**config.mk**
```make
export PLATFORM = sky130hd
export DESIGN_NAME = circular_list_engine
export DESIGN_NICKNAME = d
export VERILOG_FILES = /design/src/rtl/core/cle_pkg.sv /design/src/rtl/core/circular_list_engine.sv /design/src/rtl/core/cle_node_mem.sv /design/src/rtl/core/cle_free_stack.sv
export SDC_FILE = /design/constraint.sdc
export NUM_CORES = 2
export LEC_CHECK = 0
export BUFFER_PORTS_ARGS = -buffer_cell sky130_fd_sc_hd__buf_2
export CAP_MARGIN = 25
export CORE_ASPECT_RATIO = 1.25
export CORE_MARGIN = 1.5
export CORE_UTILIZATION = 31
export DETAILED_ROUTE_END_ITERATION = 10
export SLEW_MARGIN = 20
export SYNTH_ARGS = -nofsm -noshare
export SYNTH_HDL_FRONTEND = slang
export SYNTH_SLANG_ARGS = --single-unit
```
**constraint.sdc**
```tcl
create_clock -name clk -period 7.4 [get_ports clk]
set_clock_uncertainty 0.1 [all_clocks]
set_input_delay 0.74 -clock clk [delete_from_list [all_inputs] [get_ports clk]]
set_output_delay 0.74 -clock clk [all_outputs]
set_load 0.1 [all_outputs]
```
**src/rtl/core/cle_pkg.sv**
```systemverilog
// Shared command/status codes, sequencer states and control bundles for the list engine.
package cle_pkg;

	// Fixed width of the data ports.
	localparam int DATA_W = 32;

	// Command codes.
	localparam logic [2:0] CMD_INS_HEAD = 3'd0;
	localparam logic [2:0] CMD_APPEND   = 3'd1;
	localparam logic [2:0] CMD_FIRST    = 3'd2;
	localparam logic [2:0] CMD_NEXT     = 3'd3;
	localparam logic [2:0] CMD_REMOVE   = 3'd4;
	localparam logic [2:0] CMD_COUNT    = 3'd5;

	// Status codes.
	localparam logic [1:0] STAT_OK     = 2'd0;
	localparam logic [1:0] STAT_EMPTY  = 2'd1;
	localparam logic [1:0] STAT_FULL   = 2'd2;
	localparam logic [1:0] STAT_BADCUR = 2'd3;

	// Sequencer states, one-hot.
	typedef enum logic [2:0] {
		ST_IDLE = 3'b001,
		ST_A    = 3'b010,
		ST_B    = 3'b100
	} state_t;

	// Node memory strobes.
	typedef struct packed {
		logic rd_en;
		logic val_we;
		logic link_we;
	} nm_ctl_t;

	// Free-node stack strobes.
	typedef struct packed {
		logic pop;
		logic push;
	} fs_ctl_t;

endpackage

```
**src/rtl/core/circular_list_engine.sv**
```systemverilog
// Sequencing: count and every refused command give done from ST_IDLE, registered at the accept edge;
// remove and insert into an empty list finish in ST_A; other inserts, first and next in ST_B.
// A new command is taken only once the previous one is done (busy); the node memory's single registered
// read port sets the pace, as each linked step waits on the previous read.
// done pulses for one cycle and cannot be held off. Reset (arst_n low) empties the
// list at once: no clearing pass, the free stack uses a low watermark instead.
module circular_list_engine #(
	parameter int CAPACITY    = 64,
	parameter int VALUE_WIDTH = 32,
	localparam int CNT_W      = $clog2(CAPACITY + 1)
) (
	input  logic                          clk,
	input  logic                          arst_n,
	input  logic                          start,
	output logic                          busy,
	input  logic [2:0]                    cmd,
	input  logic signed [cle_pkg::DATA_W-1:0] data_in,
	output logic                          done,
	output logic [1:0]                    status,
	output logic signed [cle_pkg::DATA_W-1:0] data_out,
	output logic [CNT_W-1:0]              item_count
);
	import cle_pkg::*;

	localparam int IDX_W = (CAPACITY > 1) ? $clog2(CAPACITY) : 1;
	localparam logic [CNT_W-1:0] CAP_C = CNT_W'(CAPACITY);

	// sequencer and list registers
	state_t             state_q;
	logic [2:0]         cmd_q;
	logic [VALUE_WIDTH-1:0] din_q;
	logic [IDX_W-1:0]   tail_q;     // tail node; its link is the head
	logic [IDX_W-1:0]   cur_q;
	logic [IDX_W-1:0]   prev_q;     // predecessor of the cursor
	logic [IDX_W-1:0]   node_q;     // node popped by an insert
	logic               cur_valid_q;
	logic               can_rm_q;   // cursor is fresh from first/next
	logic [CNT_W-1:0]   total_q;

	// result word
	logic               done_q;
	logic [1:0]         status_q;
	logic [DATA_W-1:0]  dout_q;
	logic [CNT_W-1:0]   cnt_q;

	// memory hookup
	nm_ctl_t            nm_ctl;
	logic [IDX_W-1:0]   nm_rd_addr;
	logic [IDX_W-1:0]   nm_wr_addr;
	logic [VALUE_WIDTH-1:0] nm_wr_val;
	logic [IDX_W-1:0]   nm_wr_link;
	logic [VALUE_WIDTH-1:0] nm_rd_val;
	logic [IDX_W-1:0]   nm_rd_link;
	fs_ctl_t            fs_ctl;
	logic [IDX_W-1:0]   fs_pos_rd;
	logic [IDX_W-1:0]   fs_pos_wr;
	logic [IDX_W-1:0]   fs_rd_data;

	// decode and helpers
	logic               accept;
	logic [1:0]         pre_stat;
	logic               mem_cmd;     // command needs the memories
	logic               cmd_ins;     // insert on the input port
	logic               q_ins;       // insert in flight
	logic [CNT_W-1:0]   pop_full;
	logic [CNT_W-1:0]   push_full;
	logic [VALUE_WIDTH-1:0] din_st;
	logic [DATA_W-1:0]  val_ext;

	assign busy       = (state_q != ST_IDLE);
	assign accept     = start && !busy;
	assign done       = done_q;
	assign status     = status_q;
	assign data_out   = dout_q;
	assign item_count = cnt_q;

	assign cmd_ins = (cmd == CMD_INS_HEAD) || (cmd == CMD_APPEND);
	assign q_ins   = (cmd_q == CMD_INS_HEAD) || (cmd_q == CMD_APPEND);

	// stack slots: pop from CAPACITY-1-total, push at CAPACITY-total
	assign pop_full  = CAP_C - total_q - CNT_W'(1);
	assign push_full = CAP_C - total_q;
	assign fs_pos_rd = pop_full[IDX_W-1:0];
	assign fs_pos_wr = push_full[IDX_W-1:0];

	// values are sign-extended or truncated to VALUE_WIDTH on store and to 32 bits on read
	generate
		if (VALUE_WIDTH >= DATA_W) begin : g_wide
			assign din_st  = {{(VALUE_WIDTH - DATA_W){data_in[DATA_W-1]}}, data_in};
			assign val_ext = nm_rd_val[DATA_W-1:0];
		end else begin : g_narrow
			assign din_st  = data_in[VALUE_WIDTH-1:0];
			assign val_ext = {{(DATA_W - VALUE_WIDTH){nm_rd_val[VALUE_WIDTH-1]}}, nm_rd_val};
		end
	endgenerate

	// Misuse checks need only the registers, so they resolve on the accept edge.
	always_comb begin
		pre_stat = STAT_OK;
		mem_cmd  = 1'b0;
		unique case (cmd)
			CMD_INS_HEAD, CMD_APPEND: begin
				if (total_q == CAP_C) pre_stat = STAT_FULL;
				else mem_cmd = 1'b1;
			end
			CMD_FIRST: begin
				if (total_q == '0) pre_stat = STAT_EMPTY;
				else mem_cmd = 1'b1;
			end
			CMD_NEXT: begin
				if (total_q == '0) pre_stat = STAT_EMPTY;
				else if (!cur_valid_q) pre_stat = STAT_BADCUR;
				else mem_cmd = 1'b1;
			end
			CMD_REMOVE: begin
				if (total_q == '0) pre_stat = STAT_EMPTY;
				else if (!(can_rm_q && cur_valid_q)) pre_stat = STAT_BADCUR;
				else mem_cmd = 1'b1;
			end
			default: begin
				// count, and the unused codes behave as count
				mem_cmd = 1'b0;
			end
		endcase
	end

	// Memory port steering. The node memory is the shared unit: one read and one
	// write per cycle, reused by the memory steps of every command that needs it.
	always_comb begin
		nm_ctl     = '0;
		nm_rd_addr = cur_q;
		nm_wr_addr = prev_q;
		nm_wr_val  = din_q;
		nm_wr_link = nm_rd_link;
		fs_ctl     = '0;
		unique case (state_q)
			ST_IDLE: begin
				if (accept && mem_cmd) begin
					// insert/first start from the tail's link, next/remove from the cursor
					nm_ctl.rd_en = 1'b1;
					nm_rd_addr   = (cmd_ins || cmd == CMD_FIRST) ? tail_q : cur_q;
					fs_ctl.pop   = cmd_ins;
				end
			end
			ST_A: begin
				if (q_ins) begin
					// new node links to the old head, or to itself in an empty list
					nm_ctl.val_we  = 1'b1;
					nm_ctl.link_we = 1'b1;
					nm_wr_addr     = fs_rd_data;
					nm_wr_link     = (total_q == '0) ? fs_rd_data : nm_rd_link;
				end else if (cmd_q == CMD_REMOVE) begin
					// bypass the cursor node and return it to the stack
					fs_ctl.push    = 1'b1;
					nm_ctl.link_we = (total_q != CNT_W'(1));
					nm_wr_addr     = prev_q;
					nm_wr_link     = nm_rd_link;
				end else begin
					// first/next: fetch the value of the new cursor
					nm_ctl.rd_en = 1'b1;
					nm_rd_addr   = nm_rd_link;
				end
			end
			ST_B: begin
				if (q_ins) begin
					nm_ctl.link_we = 1'b1;
					nm_wr_addr     = tail_q;
					nm_wr_link     = node_q;
				end
			end
			default: begin
				nm_ctl = '0;
			end
		endcase
	end

	always_ff @(posedge clk) begin
		if (accept) begin
			cmd_q <= cmd;
			din_q <= din_st;
		end
		if (state_q == ST_A) begin
			node_q <= fs_rd_data;
		end
	end

	always_ff @(posedge clk or negedge arst_n) begin
		if (!arst_n) begin
			state_q     <= ST_IDLE;
			tail_q      <= '0;
			cur_q       <= '0;
			prev_q      <= '0;
			cur_valid_q <= 1'b0;
			can_rm_q    <= 1'b0;
			total_q     <= '0;
			done_q      <= 1'b0;
			status_q    <= STAT_OK;
			dout_q      <= '0;
			cnt_q       <= '0;
		end else begin
			done_q <= 1'b0;
			unique case (state_q)
				ST_IDLE: begin
					if (accept) begin
						if (mem_cmd) begin
							state_q <= ST_A;
						end else begin
							// refused command or count: answer right away
							done_q   <= 1'b1;
							status_q <= pre_stat;
							dout_q   <= '0;
							cnt_q    <= total_q;
						end
					end
				end
				ST_A: begin
					if (q_ins) begin
						if (total_q == '0) begin
							tail_q   <= fs_rd_data;
							total_q  <= total_q + CNT_W'(1);
							can_rm_q <= 1'b0;
							done_q   <= 1'b1;
							status_q <= STAT_OK;
							dout_q   <= '0;
							cnt_q    <= total_q + CNT_W'(1);
							state_q  <= ST_IDLE;
						end else begin
							state_q <= ST_B;
						end
					end else if (cmd_q == CMD_REMOVE) begin
						if (total_q == CNT_W'(1)) begin
							tail_q      <= '0;
							cur_q       <= '0;
							prev_q      <= '0;
							cur_valid_q <= 1'b0;
						end else begin
							if (cur_q == tail_q) tail_q <= prev_q;
							cur_q <= prev_q;
						end
						total_q  <= total_q - CNT_W'(1);
						can_rm_q <= 1'b0;
						done_q   <= 1'b1;
						status_q <= STAT_OK;
						dout_q   <= val_ext;
						cnt_q    <= total_q - CNT_W'(1);
						state_q  <= ST_IDLE;
					end else begin
						// first steps from the tail, next from the cursor
						prev_q  <= (cmd_q == CMD_FIRST) ? tail_q : cur_q;
						cur_q   <= nm_rd_link;
						state_q <= ST_B;
					end
				end
				ST_B: begin
					if (q_ins) begin
						if (cmd_q == CMD_APPEND) tail_q <= node_q;
						total_q  <= total_q + CNT_W'(1);
						can_rm_q <= 1'b0;
						dout_q   <= '0;
						cnt_q    <= total_q + CNT_W'(1);
					end else begin
						cur_valid_q <= 1'b1;
						can_rm_q    <= 1'b1;
						dout_q      <= val_ext;
						cnt_q       <= total_q;
					end
					done_q   <= 1'b1;
					status_q <= STAT_OK;
					state_q  <= ST_IDLE;
				end
				default: begin
					state_q <= ST_IDLE;
				end
			endcase
		end
	end

	cle_node_mem #(
		.DEPTH (CAPACITY),
		.IDX_W (IDX_W),
		.VAL_W (VALUE_WIDTH)
	) u_node_mem (
		.clk     (clk),
		.ctl     (nm_ctl),
		.rd_addr (nm_rd_addr),
		.wr_addr (nm_wr_addr),
		.wr_val  (nm_wr_val),
		.wr_link (nm_wr_link),
		.rd_val  (nm_rd_val),
		.rd_link (nm_rd_link)
	);

	cle_free_stack #(
		.DEPTH (CAPACITY),
		.IDX_W (IDX_W),
		.CNT_W (CNT_W)
	) u_free_stack (
		.clk     (clk),
		.arst_n  (arst_n),
		.ctl     (fs_ctl),
		.pos_rd  (fs_pos_rd),
		.pos_wr  (fs_pos_wr),
		.wr_data (cur_q),
		.rd_data (fs_rd_data)
	);

endmodule

```
**src/rtl/core/cle_node_mem.sv**
```systemverilog
// Node memory: value and link per node, one write and one registered read per cycle.
module cle_node_mem #(
	parameter int DEPTH = 64,
	parameter int IDX_W = 6,
	parameter int VAL_W = 32
) (
	input  logic                  clk,
	input  cle_pkg::nm_ctl_t      ctl,
	input  logic [IDX_W-1:0]      rd_addr,
	input  logic [IDX_W-1:0]      wr_addr,
	input  logic [VAL_W-1:0]      wr_val,
	input  logic [IDX_W-1:0]      wr_link,
	output logic [VAL_W-1:0]      rd_val,
	output logic [IDX_W-1:0]      rd_link
);
	import cle_pkg::*;

	logic [VAL_W-1:0] val_mem [DEPTH];
	logic [IDX_W-1:0] link_mem [DEPTH];

	always_ff @(posedge clk) begin
		if (ctl.val_we) begin
			val_mem[wr_addr] <= wr_val;
		end
		if (ctl.link_we) begin
			link_mem[wr_addr] <= wr_link;
		end
		if (ctl.rd_en) begin
			rd_val  <= val_mem[rd_addr];
			rd_link <= link_mem[rd_addr];
		end
	end

endmodule

```
**src/rtl/core/cle_free_stack.sv**
```systemverilog
// Free-node stack with a low watermark standing in for the all-free reset contents.
module cle_free_stack #(
	parameter int DEPTH = 64,
	parameter int IDX_W = 6,
	parameter int CNT_W = 7
) (
	input  logic                  clk,
	input  logic                  arst_n,
	input  cle_pkg::fs_ctl_t      ctl,
	input  logic [IDX_W-1:0]      pos_rd,
	input  logic [IDX_W-1:0]      pos_wr,
	input  logic [IDX_W-1:0]      wr_data,
	output logic [IDX_W-1:0]      rd_data
);
	import cle_pkg::*;

	logic [IDX_W-1:0] stk_mem [DEPTH];
	logic [IDX_W-1:0] mem_rd_q;
	logic [IDX_W-1:0] pos_q;
	logic             fresh_q;
	// slots below the watermark were never written and still hold their own index
	logic [CNT_W-1:0] low_q;
	logic             below;

	assign below   = CNT_W'(pos_rd) < low_q;
	assign rd_data = fresh_q ? pos_q : mem_rd_q;

	always_ff @(posedge clk) begin
		if (ctl.push) begin
			stk_mem[pos_wr] <= wr_data;
		end
		if (ctl.pop) begin
			mem_rd_q <= stk_mem[pos_rd];
			pos_q    <= pos_rd;
			fresh_q  <= below;
		end
	end

	always_ff @(posedge clk or negedge arst_n) begin
		if (!arst_n) begin
			low_q <= CNT_W'(DEPTH);
		end else if (ctl.pop && below) begin
			low_q <= CNT_W'(pos_rd);
		end
	end

endmodule

```
==> reports/qor_table.md <==
| Item | Value | Unit |
| --- | --- | --- |
| Data arrival time of the critical path | 6.36 | ns |
| Headroom to the max-slew limit | 0.187 | - |
| Share of the synthesized netlist area taken by xor and xnor gates | 0.00187 | - |
| Most common cell after layout, fill and taps aside | sky130_fd_sc_hd__edfxtp_1 | - |
| Worst-case vdd ir drop | 0.196 | mV |
| Area overhead of the layout relative to synthesis | 15.3 | % |
| Area occupied by registers | 0.0893 | mm2 |
| Buffers inserted during post-CTS setup optimization | 0 | - |
| Number of violations reported at the end of detailed-routing iteration 0 | 9402 | - |
| Max-cap violation count | 0 | - |
| Number of sinks on the clock net | 2987 | - |
| Share of the synthesized area in compound gates (AO/OA/AOI/OAI) | 0.0280 | - |
| Path type of the worst min-delay path | input port to flip-flop | - |
| Final setup fails | 0 | - |
| Global-route usage over all layers | 0.175 | - |
| Largest net degree at the start of global routing | 147 | - |
| Initial cell density of the core | 0.311 | - |
| Number of instances in the synthesized netlist | 8315 | - |
| Number of global-route vias before repair | 69400 | - |
| Fill count | 35400 | - |
| Synth Register Bits | 2987 | - |
| Post-Syn Nets | 8361 | - |
| Startpoint type of the worst setup path | flip-flop | - |
| PD cells | 298 | mW/mm2 |
| Mean area per synthesized cell | 14.1 | um2 |
| Average wire per standard cell | 25.2 | um |
| Count of cells along the worst hold path | 1 | - |
| Remaining antenna violation count | 0 | - |
| Yosys top cell by area | sky130_fd_sc_hd__edfxtp_1 | - |
| GPL Wtd Cong | 0.885 | - |
| FF-to-FF End | u_node_mem.rd_val[19]$_DFFE_PP_ | - |
| CTS tree | yes | - |
| Transition time at the pin with the least slew margin | 1.22 | ns |
| Setup repair after global routing missed its margin | no | - |
| # DRC | 0 | - |
| Classification of the worst setup path | flip-flop to flip-flop | - |
| Final Hold Viols | 0 | - |
| HP Start | data_in[8] | - |
| Number of cell instances on the worst register-to-register path | 12 | - |
| Area fraction of the dominant cell type after synthesis | 0.744 | - |
| Peak Freq | 171 | MHz |
| TritonRoute pass-1 iters | 6 | - |
| Sequential cell area fraction in the yosys report | 0.761 | - |
| Critical Path Fanout Max | 60 | - |
| Layout Cells excl Fill | 13700 | - |
| Fraction of final layout cells with drive strength greater than 1 | 0.115 | - |
| Worst Hold End | din_q[8]$_DFFE_PP_ | - |
| Number of distinct library cells after synthesis | 71 | - |
| Final routed wirelength across all metal layers | 346 | mm |
| Synthesized-area fraction occupied by adder cells | 0.000853 | - |
| Wire length of the first global-routing pass | 493 | mm |
| Initial antenna violation count | 34 | - |
| Area of the mapped netlist | 0.117 | mm2 |
| Buffers on Ports | 80 | - |
| Total of warnings raised by yosys | 0 | - |
| Area share of and/or/nand/nor cells after synthesis | 0.141 | - |
| Static leakage | 45.6 | nW |
| Critical path endpoint category | flip-flop | - |
| Via count | 72200 | - |
| Crit share post-route | 0.791 | - |
| Dominant synthesized flop cell | sky130_fd_sc_hd__edfxtp_1 | - |
| IO Pins | 81 | - |
| Routed via count divided by cell count | 5.26 | - |
| Die Span X | 553 | um |
| Deepest clock path buffer count | 4 | - |
| Mux cell area share after synthesis | 0.0481 | - |
| Proportion of register bits with asynchronous set or reset after synthesis | 0.0264 | - |
| Clock Root Buffer | sky130_fd_sc_hd__clkbuf_16 | - |
| Area used by multi-input combinational logic | 0.0265 | mm2 |
| Number of max-slew violations in the final report | 0 | - |
| NumNets Final | 8531 | - |
| Standard-cell rows | 252 | - |
| Overall die area | 0.382 | mm2 |
| Remaining global-route overflow | 0 | - |
| Ranking of synthesized cells by area | sky130_fd_sc_hd__edfxtp_1, sky130_fd_sc_hd__nand2_1, sky130_fd_sc_hd__nand3_1 | - |
| Critical path required time | 7.90 | ns |
| Estimated wirelength of the detail-placed design | 201 | mm |
| Clock-pin slew on the worst setup and hold paths | 0.07 | ns |
| Later-pin clock latency in the skew report | 0.90 | ns |
| Core Region | 0.377 | mm2 |
| Final setup TNS | 0 | ns |
| Status | finished, final reports clean | - |
| H-tree depth | 5 | - |
| Final critical path time including I/O delays and setup | 5.85 | ns |
| Main combinational cell family by area after synthesis | simple AND/OR/NAND/NOR gates | - |
| Number of enable-type register cells in the synthesized netlist | 2908 | - |
| Startpoint of the worst-slack reg-to-reg timing path | state_q[2]$_DFFE_PN0P_ | - |
| Flop-to-flop setup slack | 1.55 | ns |
| Cell total after placement | 13100 | - |
| Die Span Y | 691 | um |
| Most used cells in the layout excluding fill and tap cells | sky130_fd_sc_hd__edfxtp_1, sky130_fd_sc_hd__nand2_1, sky130_fd_sc_hd__nand3_1 | - |
| Number of buffers created by CTS | 308 | - |
through the flow:
step           cell area [um2]  total power [mW]   util  hold slack (ns)  setup WS, ns
2_1_floorplan           117000              23.0      -            0.344          2.06
3_3_place_gp            125000              25.3  0.331            0.369          1.52
3_5_place_dp            125000              25.4  0.332            0.371          1.38
4_1_cts                 135000              40.5  0.359          0.00580          1.61
5_1_grt                 135000              41.5  0.359           0.0285          1.32
6_report                135000              40.4  0.359           0.0140          1.55
logic make-up (layout without fill, tap and decap cells):
| kind of cell | count (synthesis) | after routing |
|---|---|---|
| muxes | 414 | 414 |
| adders and majority gates | 8 | 8 |
| xor gates and xnor gates | 25 | 25 |
| other | 0 | 56 |
| buffers and inverters | 541 | 943 |
| DFF | 2987 | 2987 |
| and+or+nand+nor | 3812 | 3812 |
| AOI/OAI and AO/OA | 528 | 528 |
worst max-delay path by stage:
stage	startpoint	endpoint	slack [ns]	cells past startpoint
after floorplan	total_q[0]$_DFFE_PN0P_	u_free_stack.low_q[0]$_DFFE_PN0P_	2.06	20
after global placement	cmd[2]	u_node_mem.rd_val[19]$_DFFE_PP_	1.52	11
after detailed placement	cmd[2]	u_node_mem.rd_val[19]$_DFFE_PP_	1.38	11
after CTS	state_q[2]$_DFFE_PN0P_	u_node_mem.rd_val[19]$_DFFE_PP_	1.61	12
after global routing	state_q[2]$_DFFE_PN0P_	u_node_mem.rd_val[20]$_DFFE_PP_	1.32	12
final	state_q[2]$_DFFE_PN0P_	u_node_mem.rd_val[19]$_DFFE_PP_	1.55	12
area by class of cell:
cell class / count / area share
sequential: 2987 / 0.660
multi-input combinational: 4787 / 0.196
tap: 4953 / 0.0458
clock buffer: 388 / 0.0609
clock inverter: 154 / 0.0111
antenna: 56 / 0.00104
timing repair buffer: 374 / 0.0242
inverter: 27 / 0.000749
worst max-delay path, cell delays in order (launching register included):
cell and delay, ns:
sky130_fd_sc_hd__dfrtp_1 0.41, sky130_fd_sc_hd__or3b_1 0.38, sky130_fd_sc_hd__buf_4 0.23, sky130_fd_sc_hd__inv_2 0.34
sky130_fd_sc_hd__nand2b_1 0.40, sky130_fd_sc_hd__nand2_1 0.30, sky130_fd_sc_hd__o211a_4 0.83, sky130_fd_sc_hd__buf_4 0.65
sky130_fd_sc_hd__buf_4 0.67, sky130_fd_sc_hd__nand3_1 0.16, sky130_fd_sc_hd__a31oi_1 0.24, sky130_fd_sc_hd__nand4_1 0.37
sky130_fd_sc_hd__and4_1 0.38
timing repair:
item | CTS | global route
hold buffers | 32 | 0
setup endpoints to repair | 0 | 0
gates resized for setup | 0 | 0
hold endpoints to repair | 59 | 0
per-layer routing:
metal	wire, um	GRT usage	vias to the layer above
li1	-	-	31300
met1	137000	0.232	36700
met2	164000	0.283	3602
met3	31800	0.0321	559
met4	12800	0.0679	18
met5	115	0	-
flip-flops by register name, indices dropped and copies added (netlist names):
name	flops
u_node_mem.rd_link	6
node_q	6
can_rm_q	1
tail_q	6
data_out	32
total_q	7
cur_valid_q	1
u_node_mem.val_mem	2048
u_free_stack.mem_rd_q	6
prev_q	6
item_count	7
din_q	32
u_free_stack.stk_mem	384
u_free_stack.low_q	7
cmd_q	3
done	1
u_node_mem.link_mem	384
u_free_stack.pos_q	6
state_q	3
status	2
u_node_mem.rd_val	32
cur_q	6
u_free_stack.fresh_q	1
Yosys cell counts, types with 5 or more instances:
| cell | count |
|---|---|
| sky130_fd_sc_hd__a211oi_1 | 8 |
| sky130_fd_sc_hd__a21oi_1 | 167 |
| sky130_fd_sc_hd__a221o_1 | 7 |
| sky130_fd_sc_hd__a22o_1 | 8 |
| sky130_fd_sc_hd__a22oi_1 | 10 |
| sky130_fd_sc_hd__a31oi_1 | 88 |
| sky130_fd_sc_hd__a32oi_1 | 42 |
| sky130_fd_sc_hd__and2_1 | 7 |
| sky130_fd_sc_hd__and3_1 | 11 |
| sky130_fd_sc_hd__and4_1 | 37 |
| sky130_fd_sc_hd__buf_1 | 62 |
| sky130_fd_sc_hd__buf_2 | 132 |
| sky130_fd_sc_hd__buf_4 | 5 |
| sky130_fd_sc_hd__clkbuf_1 | 312 |
| sky130_fd_sc_hd__dfrtp_1 | 77 |
| sky130_fd_sc_hd__edfxtp_1 | 2908 |
| sky130_fd_sc_hd__ha_1 | 8 |
| sky130_fd_sc_hd__inv_1 | 24 |
| sky130_fd_sc_hd__mux2_2 | 5 |
| sky130_fd_sc_hd__mux2i_1 | 290 |
| sky130_fd_sc_hd__mux4_2 | 119 |
| sky130_fd_sc_hd__nand2_1 | 2147 |
| sky130_fd_sc_hd__nand3_1 | 1148 |
| sky130_fd_sc_hd__nand4_1 | 156 |
| sky130_fd_sc_hd__nor2_1 | 241 |
| sky130_fd_sc_hd__nor3_1 | 7 |
| sky130_fd_sc_hd__nor4_1 | 38 |
| sky130_fd_sc_hd__o211ai_1 | 12 |
| sky130_fd_sc_hd__o21a_1 | 5 |
| sky130_fd_sc_hd__o21ai_0 | 74 |
| sky130_fd_sc_hd__o22ai_1 | 81 |
| sky130_fd_sc_hd__xnor2_1 | 15 |
| sky130_fd_sc_hd__xor2_1 | 10 |
power by group:
part | switching, mW | internal, mW | leakage (nW) | total [mW]
Combinational | 4.32 | 1.69 | 13.4 | 6.02
Clock | 6.42 | 8.83 | 4.76 | 15.2
Sequential | 0.0921 | 19.0 | 27.4 | 19.1
Total | 10.8 | 29.5 | 45.6 | 40.4
No activity file was read; power rests on OpenSTA's default activity.
